### src/hw/rtl/depth_registration_zbuffer_assert.svh
// ----------------------------------------------------------------------------
// Depth registration z-buffer assertion macros
// Concurrent assertion wrappers that compile away when SYNTH is defined.
// ----------------------------------------------------------------------------
`ifndef DEPTH_REGISTRATION_ZBUFFER_ASSERT_SVH
`define DEPTH_REGISTRATION_ZBUFFER_ASSERT_SVH
`ifndef SYNTH
`define DRZ_ASSERT_IMP(lbl, clk, rst, ante, cons) \
   lbl: assert property (@(posedge clk) disable iff (rst) (ante) |-> (cons)) \
      else $error("depth registration assertion failed");
`define DRZ_ASSERT_NXT(lbl, clk, rst, ante, cons) \
   lbl: assert property (@(posedge clk) disable iff (rst) (ante) |=> (cons)) \
      else $error("depth registration assertion failed");
`else
`define DRZ_ASSERT_IMP(lbl, clk, rst, ante, cons)
`define DRZ_ASSERT_NXT(lbl, clk, rst, ante, cons)
`endif
`endif

### src/hw/rtl/drz_pkg.sv
// ----------------------------------------------------------------------------
// Depth registration z-buffer package
// Field widths, register indexes, item codes, states and shared types.
// ----------------------------------------------------------------------------
package drz_pkg;

   localparam int COL_W      = 10;
   localparam int ROW_W      = 9;
   localparam int DEPTH_W    = 16;
   localparam int COEF_W     = 32;
   localparam int CSR_DATA_W = 64;
   localparam int CSR_IDX_W  = 3;
   localparam int IMG_W_W    = 11;
   localparam int IMG_H_W    = 10;
   localparam int A_W        = COL_W + DEPTH_W;
   localparam int B_W        = ROW_W + DEPTH_W;
   localparam int P_W        = 62;
   localparam int LIM_W      = 16;

   typedef enum logic {
      FUNC_PROJECT = 1'b0,
      FUNC_READ    = 1'b1
   } func_type;

   typedef enum logic [CSR_IDX_W-1:0] {
      REG_ROW0_LO      = 3'd0,
      REG_ROW0_HI      = 3'd1,
      REG_ROW1_LO      = 3'd2,
      REG_ROW1_HI      = 3'd3,
      REG_ROW2_LO      = 3'd4,
      REG_ROW2_HI      = 3'd5,
      REG_IMAGE_WIDTH  = 3'd6,
      REG_IMAGE_HEIGHT = 3'd7
   } csr_reg_type;

   typedef enum logic [3:0] {
      ST_CLEAR,
      ST_IDLE,
      ST_SCALE,
      ST_MUL,
      ST_SUM,
      ST_DIV_LOAD,
      ST_DIV,
      ST_CHECK,
      ST_UPDATE,
      ST_RD_RET
   } state_type;

   typedef logic [3:0][COEF_W-1:0] coef_row_type;

   typedef struct packed {
      logic load;
      logic step;
   } div_ctrl_type;

endpackage

### src/hw/rtl/drz_div.sv
// ----------------------------------------------------------------------------
// Restoring divider
// Produces one quotient bit per step for a positive divisor and flags
// quotients that do not fit in the quotient width.
// ----------------------------------------------------------------------------
module drz_div #(
   parameter int QBITS = 11
) (
   input  logic                      clock,
   input  drz_pkg::div_ctrl_type     ctrl,
   input  logic [drz_pkg::P_W-1:0]   dividend,
   input  logic [drz_pkg::P_W-1:0]   divisor,
   output logic [QBITS-1:0]          quotient,
   output logic                      overflow
);

   localparam int DW = drz_pkg::P_W + QBITS;

   logic [drz_pkg::P_W-1:0] rem_ff, rem_in;
   logic [DW-1:0]           dsh_ff, dsh_in;
   logic [QBITS-1:0]        q_ff, q_in;
   logic                    ovf_ff, ovf_in;

   always_comb begin
      rem_in = rem_ff;
      dsh_in = dsh_ff;
      q_in   = q_ff;
      ovf_in = ovf_ff;
      if (ctrl.load) begin
         rem_in = dividend;
         dsh_in = DW'(divisor) << (QBITS - 1);
         q_in   = '0;
         ovf_in = {1'b0, DW'(dividend)} >= ((DW + 1)'(divisor) << QBITS);
      end else if (ctrl.step) begin
         if (DW'(rem_ff) >= dsh_ff) begin
            rem_in = rem_ff - drz_pkg::P_W'(dsh_ff);
            q_in   = {q_ff[QBITS-2:0], 1'b1};
         end else begin
            q_in   = {q_ff[QBITS-2:0], 1'b0};
         end
         dsh_in = dsh_ff >> 1;
      end
   end

   always_ff @(posedge clock) begin
      rem_ff <= rem_in;
      dsh_ff <= dsh_in;
      q_ff   <= q_in;
      ovf_ff <= ovf_in;
   end

   assign quotient = q_ff;
   assign overflow = ovf_ff;

endmodule
### config.mk
export PLATFORM = sky130hd
export DESIGN_NAME = drz_div
export DESIGN_NICKNAME = d
export VERILOG_FILES = /design/src/hw/rtl/depth_registration_zbuffer_assert.svh /design/src/hw/rtl/drz_pkg.sv /design/src/hw/rtl/drz_div.sv
export SDC_FILE = /design/constraint.sdc
export NUM_CORES = 1
export LEC_CHECK = 0
export ABC_AREA = 1
export BUFFER_PORTS_ARGS = -buffer_cell sky130_fd_sc_hd__buf_4
export CAP_MARGIN = 20
export CORE_MARGIN = 4
export CORE_UTILIZATION = 47
export CTS_BUF_LIST = sky130_fd_sc_hd__clkbuf_8
export CTS_CLUSTER_DIAMETER = 30
export DETAILED_ROUTE_END_ITERATION = 7
export GPL_TIMING_DRIVEN = 0
export PLACE_DENSITY = 0.66
export SLEW_MARGIN = 20
export SYNTH_ARGS = -nofsm -noshare
export SYNTH_HDL_FRONTEND = slang
export SYNTH_SLANG_ARGS = --single-unit
### constraint.sdc
create_clock -name clock -period 5.8 [get_ports clock]
set_input_delay 0.58 -clock clock [delete_from_list [all_inputs] [get_ports clock]]
set_output_delay 0.58 -clock clock [all_outputs]
set_load 0.01 [all_outputs]
---- Word level (Yosys, flattened, before mapping) ----
Index checks and enable logic that the tools add are counted.
storage, ports and cells
  register bits after elaboration ......... 146
  input port bits ......................... 127
  output and inout port bits .............. 12
  logic and storage cells ................. 17
cells by class
  $add $sub $neg .......................... 1
  order comparisons ....................... 2
  mux-type cells .......................... 6
  reduce and logical (&&, ||, !) cells .... 3
operators by type and width
  kind               count
  $mux 62            3
  $mux 72            2
  $ge 62x73->1       1
  $ge 62x72->1       1
  $sub 62x62->62     1
  $reduce_bool 2->1  2
  $reduce_and 2->1   1
  $mux 1             1

---- Logic depth before layout (Yosys ltp) ----
Gate-level depths: netlist of the first run.
  depth after elaboration ................. 4
  mapped depth ............................ 17
  depth with buffers taken out ............ 17

---- Worst setup path after synthesis of the first run ----
OpenSTA, ideal clock, no wires.
  path type ............................... register -> register
  from .................................... register rem_ff[0] (netlist bit)
  to ...................................... register rem_ff[0] (netlist bit) (enable)
  setup time .............................. 0.422 ns
  arrival ................................. 3.077 ns
  required time ........................... 5.378 ns
  path slack .............................. 2.301 ns
  cell stages (with the launch flop) ...... 17
  path buffers ............................ 0
  clock period less this slack ............ 3.499 ns
  cells stage by stage .................... edfxtp_1 > inv_1 > ha_1 > fa_1 > inv_1 > nand2_1 > nand2_1 > nand3_2 > nand2_2 > nand2_1 > nand3_2 > nand2_2 > nand2_1 > nand3_1 > nand2_1 > nand2_1 > nand2_1
on the way
  word-level cells in the longest chain between the ends .. 3
ends and longest elaborated chain
  what                         RTL line       RTL
  from (decl)                  drz_div.sv:19  logic [drz_pkg::P_W-1:0] rem_ff, rem_in;
  from (signal assigned)       drz_div.sv:46  rem_ff <= rem_in;
  $ge 62x72->1                 drz_div.sv:35  if (DW'(rem_ff) >= dsh_ff) begin
  $reduce_bool 2->1 (no line)  n/a
  $reduce_and 2->1 (no line)   n/a
Every way passes these cells.
A chain may end at the register's enable or synchronous reset.

---- Final worst setup path of the first run ----
  from .................................... register rem_ff[0] (netlist bit)
  to ...................................... register rem_ff[34] (netlist bit) (enable)
Same word-level chain as after synthesis.

==> parameters.txt, run 1 <==
Parameter                              Value

Run status
  Outcome ... completed

Timing
  Slew Limit Headroom ... 0.143
  Pins Over Slew Limit ... 0
  Fmax achieved ... 272 MHz
  Final Critical Period ... 3.67 ns
  Skew final ... 0.0274 ns
  Setup repair after global routing missed its margin ... no
  Period utilization ... 0.633
  Total count of hold-check failures in the final report ... 0
  TNS Setup ... 0 ns
  Number of setup violations in the final report ... 0
  Measured slew at the worst slew-check pin ... 1.27 ns

Placement
  Weighted congestion at the end of routability-driven global placement ... 0.978
  Area of placed instances ... 14600 um2
  PortBufs ... 138
  Half-perimeter wire length after placement ... 37800 um

Clocking
  H-Tree Level Count ... 4
  Clk sinks ... 146
  Clock-pin slew on the worst setup and hold paths ... 0.11 ns
  Bufs on Longest Clock Path ... 2
  Latest clock arrival within the worst-skew pair ... 0.49 ns
  Number of gates resized after cts ... 0
  Number of setup buffers added after CTS ... 0
  Buffer cell driving the clock tree root ... sky130_fd_sc_hd__clkbuf_8
  CTS tree ... built
  CTS hold repair buffers ... 0
  CTS buffer count ... 17

Critical path
  Kind of critical path ... flip-flop to flip-flop
  Critical register-to-register path endpoint ... rem_ff[34]$_DFFE_PP_
  Critical path endpoint category ... flip-flop
  CP Launch Point ... rem_ff[0]$_DFFE_PP_
  Crit Path Max Fanout ... 32
  Worst path arrival time ... 3.84 ns
  Beginning of the worst register-to-register path ... rem_ff[0]$_DFFE_PP_
  Count of cells along the worst register-to-register path ... 17
  Register-to-register setup slack ... 2.13 ns
  End point of the critical path ... rem_ff[34]$_DFFE_PP_
  Startpoint kind of the worst setup timing path ... flip-flop
  Data required time at the worst endpoint ... 5.97 ns

Synth
  Commonest register cell after synthesis ... sky130_fd_sc_hd__edfxtp_1
  Mapped Avg Cell Area ... 6.57 um2
  Synthesized netlist cell count ... 1981
  Cell accounting for the most synthesized area ... sky130_fd_sc_hd__edfxtp_1
  Commonest cells in the netlist ... sky130_fd_sc_hd__nand2_1 (711), sky130_fd_sc_hd__inv_1 (443), sky130_fd_sc_hd__edfxtp_1 (125), sky130_fd_sc_hd__ha_1 (113), sky130_fd_sc_hd__nor2_1 (98)
  Distinct cells, synth ... 40
  Synthesized netlist net count ... 2222
  Register bit count reported by yosys ... 146
  Cells taking the most area after synthesis ... sky130_fd_sc_hd__edfxtp_1 (29%), sky130_fd_sc_hd__nand2_1 (20%), sky130_fd_sc_hd__inv_1 (13%)
  Count of synthesis-stage warnings from yosys ... 0
  Sequential element share of the synthesized area ... 0.321
  Number of enable flip-flop cells after synthesis ... 125
  Fraction of registers with async set or reset after synthesis ... 0
  Most common cell in the netlist ... sky130_fd_sc_hd__nand2_1
  Proportion of netlist area held by the largest area contributor ... 0.288
  Synthesized area ... 13000 um2

Hold path
  Count of cells along the worst hold path ... 1
  Hold Crit Class ... primary input to flip-flop
  Startpoint of the lowest-slack hold path ... ctrl[1]

Die
  Die outline width ... 174 um
  Die area ... 30400 um2
  Effective utilization at floorplan ... 0.481
  Ports ... 139
  Floorplan die height ... 174 um
  Placement Rows ... 60
  Core Box Area ... 27100 um2

Final layout
  Post-route core utilization ... 0.553
  Final std cell area, no fill ... 15000 um2
  Post-layout nets ... 2381
  Fraction of final layout cells sized beyond drive strength 1 ... 0.117
  P&R area growth vs syn ... 15.1%
  N_diodes ... 0

Power
  Maximum vdd drop ... 0.150 mV
  Total power of the final layout ... 3930 uW
  Static leakage ... 0.00813 uW
  PD cells ... 262 nW/um2

Route
  Number of search-and-repair iterations in the first detailed-routing pass ... 5
  Via count ... 12850
  Drt total wl ... 45400 um
  Average detailed-routed wire length per instance ... 18.0 um
  Via density per instance ... 5.09
  Drc violations ... 0
  Detailed router's first-iteration violation count ... 1128
  Antenna Nets Post-Route ... 0

Flow run
  Max capacitance violation total ... 0

Global routing
  Antenna violations before repair ... 1
  Global route overflow ... 0
  All-layer global routing usage ... 0.294
  Wire length of the first global-routing pass ... 68800 um
  Maximum number of pins on one net before global-route repair ... 40
  Number of global-route vias before repair ... 12281
-- worst min path at each step --
stage / end / slack, ns
6_report: overflow$_DFFE_PP_ / 0.32
5_1_grt: overflow$_DFFE_PP_ / 0.30
4_1_cts: overflow$_DFFE_PP_ / 0.31
3_5_place_dp: quotient[10]$_SDFFE_PP0P_ / 0.46
3_3_place_gp: dsh_ff[0]$_SDFFE_PP0P_ / 0.45
2_1_floorplan: dsh_ff[0]$_SDFFE_PP0P_ / 0.43
-- placed cells by master, fill, tap and decap left out, types with 5 or more instances in the layout --
cell                       instances
sky130_fd_sc_hd__a21oi_1          73
sky130_fd_sc_hd__buf_1             5
sky130_fd_sc_hd__buf_4           138
sky130_fd_sc_hd__clkbuf_1         19
sky130_fd_sc_hd__clkbuf_8         17
sky130_fd_sc_hd__dfxtp_1          21
sky130_fd_sc_hd__edfxtp_1        125
sky130_fd_sc_hd__ha_1            113
sky130_fd_sc_hd__inv_1           443
sky130_fd_sc_hd__inv_8             6
sky130_fd_sc_hd__nand2_1         710
sky130_fd_sc_hd__nand2_2          20
sky130_fd_sc_hd__nand3_1          94
sky130_fd_sc_hd__nand3_2          10
sky130_fd_sc_hd__nand3b_1          8
sky130_fd_sc_hd__nand4_1          16
sky130_fd_sc_hd__nor2_1           98
sky130_fd_sc_hd__nor2_2           26
sky130_fd_sc_hd__nor3_1            9
sky130_fd_sc_hd__nor4_1           12
sky130_fd_sc_hd__o21ai_0          38
sky130_fd_sc_hd__o21ai_1           8
sky130_fd_sc_hd__o21bai_1          5
sky130_fd_sc_hd__o22ai_1          69
sky130_fd_sc_hd__or2_2            10
sky130_fd_sc_hd__xnor2_1          15
-- layer usage --
metal,global-route usage,vias to the layer above,wire length (um)
met1,0.428,5788,21400
met2,0.444,448,19100
met5,0,-,0
met4,0.0802,0,1090
met3,0.0622,53,3690
li1,-,6561,-
-- kinds of logic (layout without fill, tap and decap cells) --
| group | after synthesis | count (layout) | share of synthesized area |
|---|---|---|---|
| XOR/XNOR | 16 | 16 | 0.0108 |
| flip-flops | 146 | 146 | 0.321 |
| AO/OA/AOI/OAI | 203 | 203 | 0.0878 |
| AND/OR/NAND/NOR | 1027 | 1027 | 0.333 |
| buffers and inverters | 475 | 647 | 0.137 |
| adder cells (fa/ha/maj) | 114 | 114 | 0.110 |
-- state kept, by name, indices dropped and copies added (netlist names) --
name and flops:
dsh_ff 72, rem_ff 62, quotient 11, overflow 1
-- area by class of cell --
type | count | area (um2)
plain buffers | 29 | 118
multi-input cells | 1360 | 7070
clock buffers | 17 | 234
flip-flops and latches | 146 | 4170
inverters | 446 | 1670
well taps | 372 | 465
repair buffers | 140 | 1080
fillers | 2793 | 12100
clock inverters | 15 | 176
-- critical path, stage by stage (launching register included) --
cell and delay [ns]:
sky130_fd_sc_hd__edfxtp_1 0.35, sky130_fd_sc_hd__inv_1 0.04, sky130_fd_sc_hd__ha_1 0.22, sky130_fd_sc_hd__fa_1 0.37
sky130_fd_sc_hd__inv_1 0.15, sky130_fd_sc_hd__nand2_1 0.09, sky130_fd_sc_hd__nand2_1 0.10, sky130_fd_sc_hd__nand3_2 0.08
sky130_fd_sc_hd__nand2_2 0.14, sky130_fd_sc_hd__nand2_1 0.08, sky130_fd_sc_hd__nand3_2 0.15, sky130_fd_sc_hd__nand2_2 0.15
sky130_fd_sc_hd__nand2_1 0.32, sky130_fd_sc_hd__nand3_1 0.13, sky130_fd_sc_hd__nand2_1 0.14, sky130_fd_sc_hd__nand2_1 0.10
sky130_fd_sc_hd__nand2_4 0.42, sky130_fd_sc_hd__buf_12 0.28
-- report_power, final --
part	internal (uW)	leakage [uW]	switching (uW)
registers	1270	0.00145	32.0
logic	568	0.00647	1180
clock network	333	0.000208	544
-- metrics by stage --
| step | std cells | setup slack, ns | hold slack (ns) |
|---|---|---|---|
| final | 2525 | 2.13 | 0.321 |
| after global routing | 2525 | 2.00 | 0.303 |
| after floorplan | 1981 | 2.30 | 0.432 |
| after CTS | 2525 | 2.20 | 0.311 |
| after global placement | 2491 | 0.709 | 0.446 |
| after detailed placement | 2493 | 2.23 | 0.458 |
(Power assumes the default switching activity.)
==> inputs of run 2 (changes only) <==
Settings changed: PLACE_DENSITY 0.66 to 0.69.
Clock period 5.8 ns to 3.24 ns, I/O delays scaled along.
==> run 2 against run 1 <==
Compared with the run above: worst setup slack got worse by 1.9 ns; worst hold slack got worse by 0.27 ns; critical path depth did not move; critical path type unchanged.
==> parameters.txt, run 2 (synthesis results as in run 1) <==
Parameter                              Value

Hold path
  Startpoint of the lowest-slack hold path ... ctrl[1] (unchanged)
  Hold Crit Class ... primary input to flip-flop (unchanged)

Power
  Total power of the final layout ... 7040 uW (was 3930 uW)
  Static leakage ... 0.00814 uW (was 0.00813 uW)
  PD cells ... 468 nW/um2 (was 262 nW/um2)
  Maximum vdd drop ... 0.227 mV (was 0.150 mV)

Final layout
  Highest-count cells in the layout ignoring fill and taps ... sky130_fd_sc_hd__nand2_1 (709), sky130_fd_sc_hd__inv_1 (443), sky130_fd_sc_hd__buf_4 (139) (was sky130_fd_sc_hd__nand2_1 (710), sky130_fd_sc_hd__inv_1 (443), sky130_fd_sc_hd__buf_4 (138))
  Most common cell after layout, fill and taps aside ... sky130_fd_sc_hd__nand2_1 (unchanged)
  N_diodes ... 0 (unchanged)
  Max FFs per register ... 72 (unchanged)
  Post-route core utilization ... 0.554 (was 0.553)
  Most flops, register ... dsh_ff (unchanged)
  Fill cell instance count of the final layout ... 2777 (was 2793)
  Post-layout nets ... 2383 (was 2381)
  P&R area growth vs syn ... 15.4% (was 15.1%)
  Fraction of final layout cells sized beyond drive strength 1 ... 0.118 (was 0.117)
  Area used by multi-input combinational logic ... 7090 um2 (was 7070 um2)
  Area of all sequential standard cells ... 4170 um2 (unchanged)

Route
  Antenna Nets Post-Route ... 0 (unchanged)
  Drt total wl ... 45600 um (was 45400 um)
  Drc violations ... 0 (unchanged)
  Detailed router's first-iteration violation count ... 1332 (was 1128)
  Average detailed-routed wire length per instance ... 18.0 um (about the same)
  Via count ... 12917 (was 12850)
  Number of search-and-repair iterations in the first detailed-routing pass ... 5 (unchanged)
  Via density per instance ... 5.11 (was 5.09)

Die
  Die area ... 30400 um2 (unchanged)
  Die outline width ... 174 um (unchanged)
  Effective utilization at floorplan ... 0.481 (unchanged)
  Core Box Area ... 27100 um2 (unchanged)
  Ports ... 139 (unchanged)
  Floorplan die height ... 174 um (unchanged)
  Placement Rows ... 60 (unchanged)

Placement
  PortBufs ... 138 (unchanged)
  Half-perimeter wire length after placement ... 37800 um (about the same)
  Weighted congestion at the end of routability-driven global placement ... 0.963 (was 0.978)

Timing
  Skew final ... 0.0235 ns (was 0.0274 ns)
  Slew Limit Headroom ... 0.275 (was 0.143)
  Total count of hold-check failures in the final report ... 0 (unchanged)
  Period utilization ... 0.935 (was 0.633)
  Setup repair after global routing missed its margin ... no (unchanged)
  Measured slew at the worst slew-check pin ... 1.08 ns (was 1.27 ns)
  Fmax achieved ... 330 MHz (was 272 MHz)
  Pins Over Slew Limit ... 0 (unchanged)
  Final Critical Period ... 3.03 ns (was 3.67 ns)
  Number of setup violations in the final report ... 0 (unchanged)

Critical path
  Crit Path Max Fanout ... 37 (was 32)
  Beginning of the worst register-to-register path ... rem_ff[0]$_DFFE_PP_ (unchanged)
  Critical path's slowest cell ... sky130_fd_sc_hd__fa_1 (was sky130_fd_sc_hd__nand2_4)
  Kind of critical path ... flip-flop to flip-flop (unchanged)
  Data required time at the worst endpoint ... 3.40 ns (was 5.97 ns)
  Cell repeated most along the worst path ... sky130_fd_sc_hd__nand2_1 (unchanged)
  Worst path arrival time ... 3.19 ns (was 3.84 ns)
  Startpoint kind of the worst setup timing path ... flip-flop (unchanged)
  Family with the most delay on the worst path ... simple AND/OR/NAND/NOR gates (unchanged)
  Critical path endpoint category ... flip-flop (unchanged)
  Buf/Inv on CP ... 3 (unchanged)
  Ordered cell list for the critical path ... inv_1, ha_1, fa_1, inv_1, nand2_1, nand2_1, nand3_2, nand2_2, nand2_1, nand3_2, nand2_2, nand2_1, nand3_1, nand2_1, nand2_2, nand2_8, buf_12 (was inv_1, ha_1, fa_1, inv_1, nand2_1, nand2_1, nand3_2, nand2_2, nand2_1, nand3_2, nand2_2, nand2_1, nand3_1, nand2_1, nand2_1, nand2_4, buf_12)
  CP Launch Point ... rem_ff[0]$_DFFE_PP_ (unchanged)
  Worst stage delay on the critical path ... 0.36 ns (was 0.42 ns)

Run status
  Outcome ... completed (unchanged)

Global routing
  Number of global-route vias before repair ... 12293 (was 12281)
  Maximum number of pins on one net before global-route repair ... 42 (was 40)
  Antenna violations before repair ... 0 (was 1)
  All-layer global routing usage ... 0.293 (was 0.294)
  Wire length of the first global-routing pass ... 68700 um (was 68800 um)
  Global route overflow ... 0 (unchanged)

Clocking
  H-Tree Level Count ... 4 (unchanged)
  CTS hold repair buffers ... 0 (unchanged)
  Buffer cell driving the clock tree root ... sky130_fd_sc_hd__clkbuf_8 (unchanged)
  CTS buffer count ... 17 (unchanged)
  Bufs on Longest Clock Path ... 2 (unchanged)
  Clk sinks ... 146 (unchanged)
  CTS tree ... built (unchanged)
  Latest clock arrival within the worst-skew pair ... 0.49 ns (about the same)
  Clock-pin slew on the worst setup and hold paths ... 0.12 ns (was 0.11 ns)

Flow run
  Max capacitance violation total ... 0 (unchanged)
## run 2: changes by cell type in the layout (fill, tap and decap cells not counted), sizes merged
| cell | delta |
|---|---|
| clkinvlp | +1 |
| nand2 | +1 |
| clkinv | +2 |
| buf | +1 |
| inv | -3 |
## run 2: path summary, 6_finish.rpt
path / to / slack [ns] / cells past startpoint
max: rem_ff[35]$_DFFE_PP_ / 0.21 / 17
min: overflow$_DFFE_PP_ / 0.05 / 1
max reg2reg: rem_ff[35]$_DFFE_PP_ / 0.21 / 17
min reg2reg: dsh_ff[0]$_SDFFE_PP0P_ / 0.49 / 2
## run 2: cell type report
type                    count  share of cell area
inverters                 446               0.111
clock inverters            15              0.0125
flip-flops and latches    146               0.278
repair buffers            141              0.0721
well taps                 372              0.0310
plain buffers              29             0.00783
clock buffers              17              0.0156
multi-input cells        1361               0.472
## run 2: metrics by stage
step / instances / hold slack, ns / worst slack, ns / area, um2 / TNS, ns
2_1_floorplan: 1981 / 0.432 / 0.184 / 13000 / 0
3_3_place_gp: 2491 / 0.443 / -1.42 / 14500 / -130.54
3_5_place_dp: 2493 / 0.461 / 0.0849 / 14600 / 0
4_1_cts: 2525 / 0.0359 / 0.0448 / 15000 / 0
5_1_grt: 2527 / 0.0390 / 0.0589 / 15000 / 0
6_report: 2527 / 0.0489 / 0.211 / 15000 / 0
## run 2: power by group
| group | switching (uW) | internal [uW] |
|---|---|---|
| clock | 1000 | 597 |
| combinational | 2090 | 1020 |
| sequential | 56.9 | 2280 |
| total | 3140 | 3900 |
## run 2: routing by layer
| metal | share of wire | routed length [um] | up-vias | global-route usage |
|---|---|---|---|---|
| met5 | 0 | 0 | - | 0 |
| met4 | 0.016 | 729 | 0 | 0.0620 |
| met3 | 0.075 | 3420 | 38 | 0.0474 |
| met2 | 0.43 | 19500 | 430 | 0.453 |
| met1 | 0.48 | 22000 | 5894 | 0.433 |
| li1 | - | - | 6555 | - |
## run 2: what timing repair did
action / CTS / global route
resized for setup: 0 / 2
buffers inserted: 0 / 1
endpoints found under the setup margin: 0 / 37
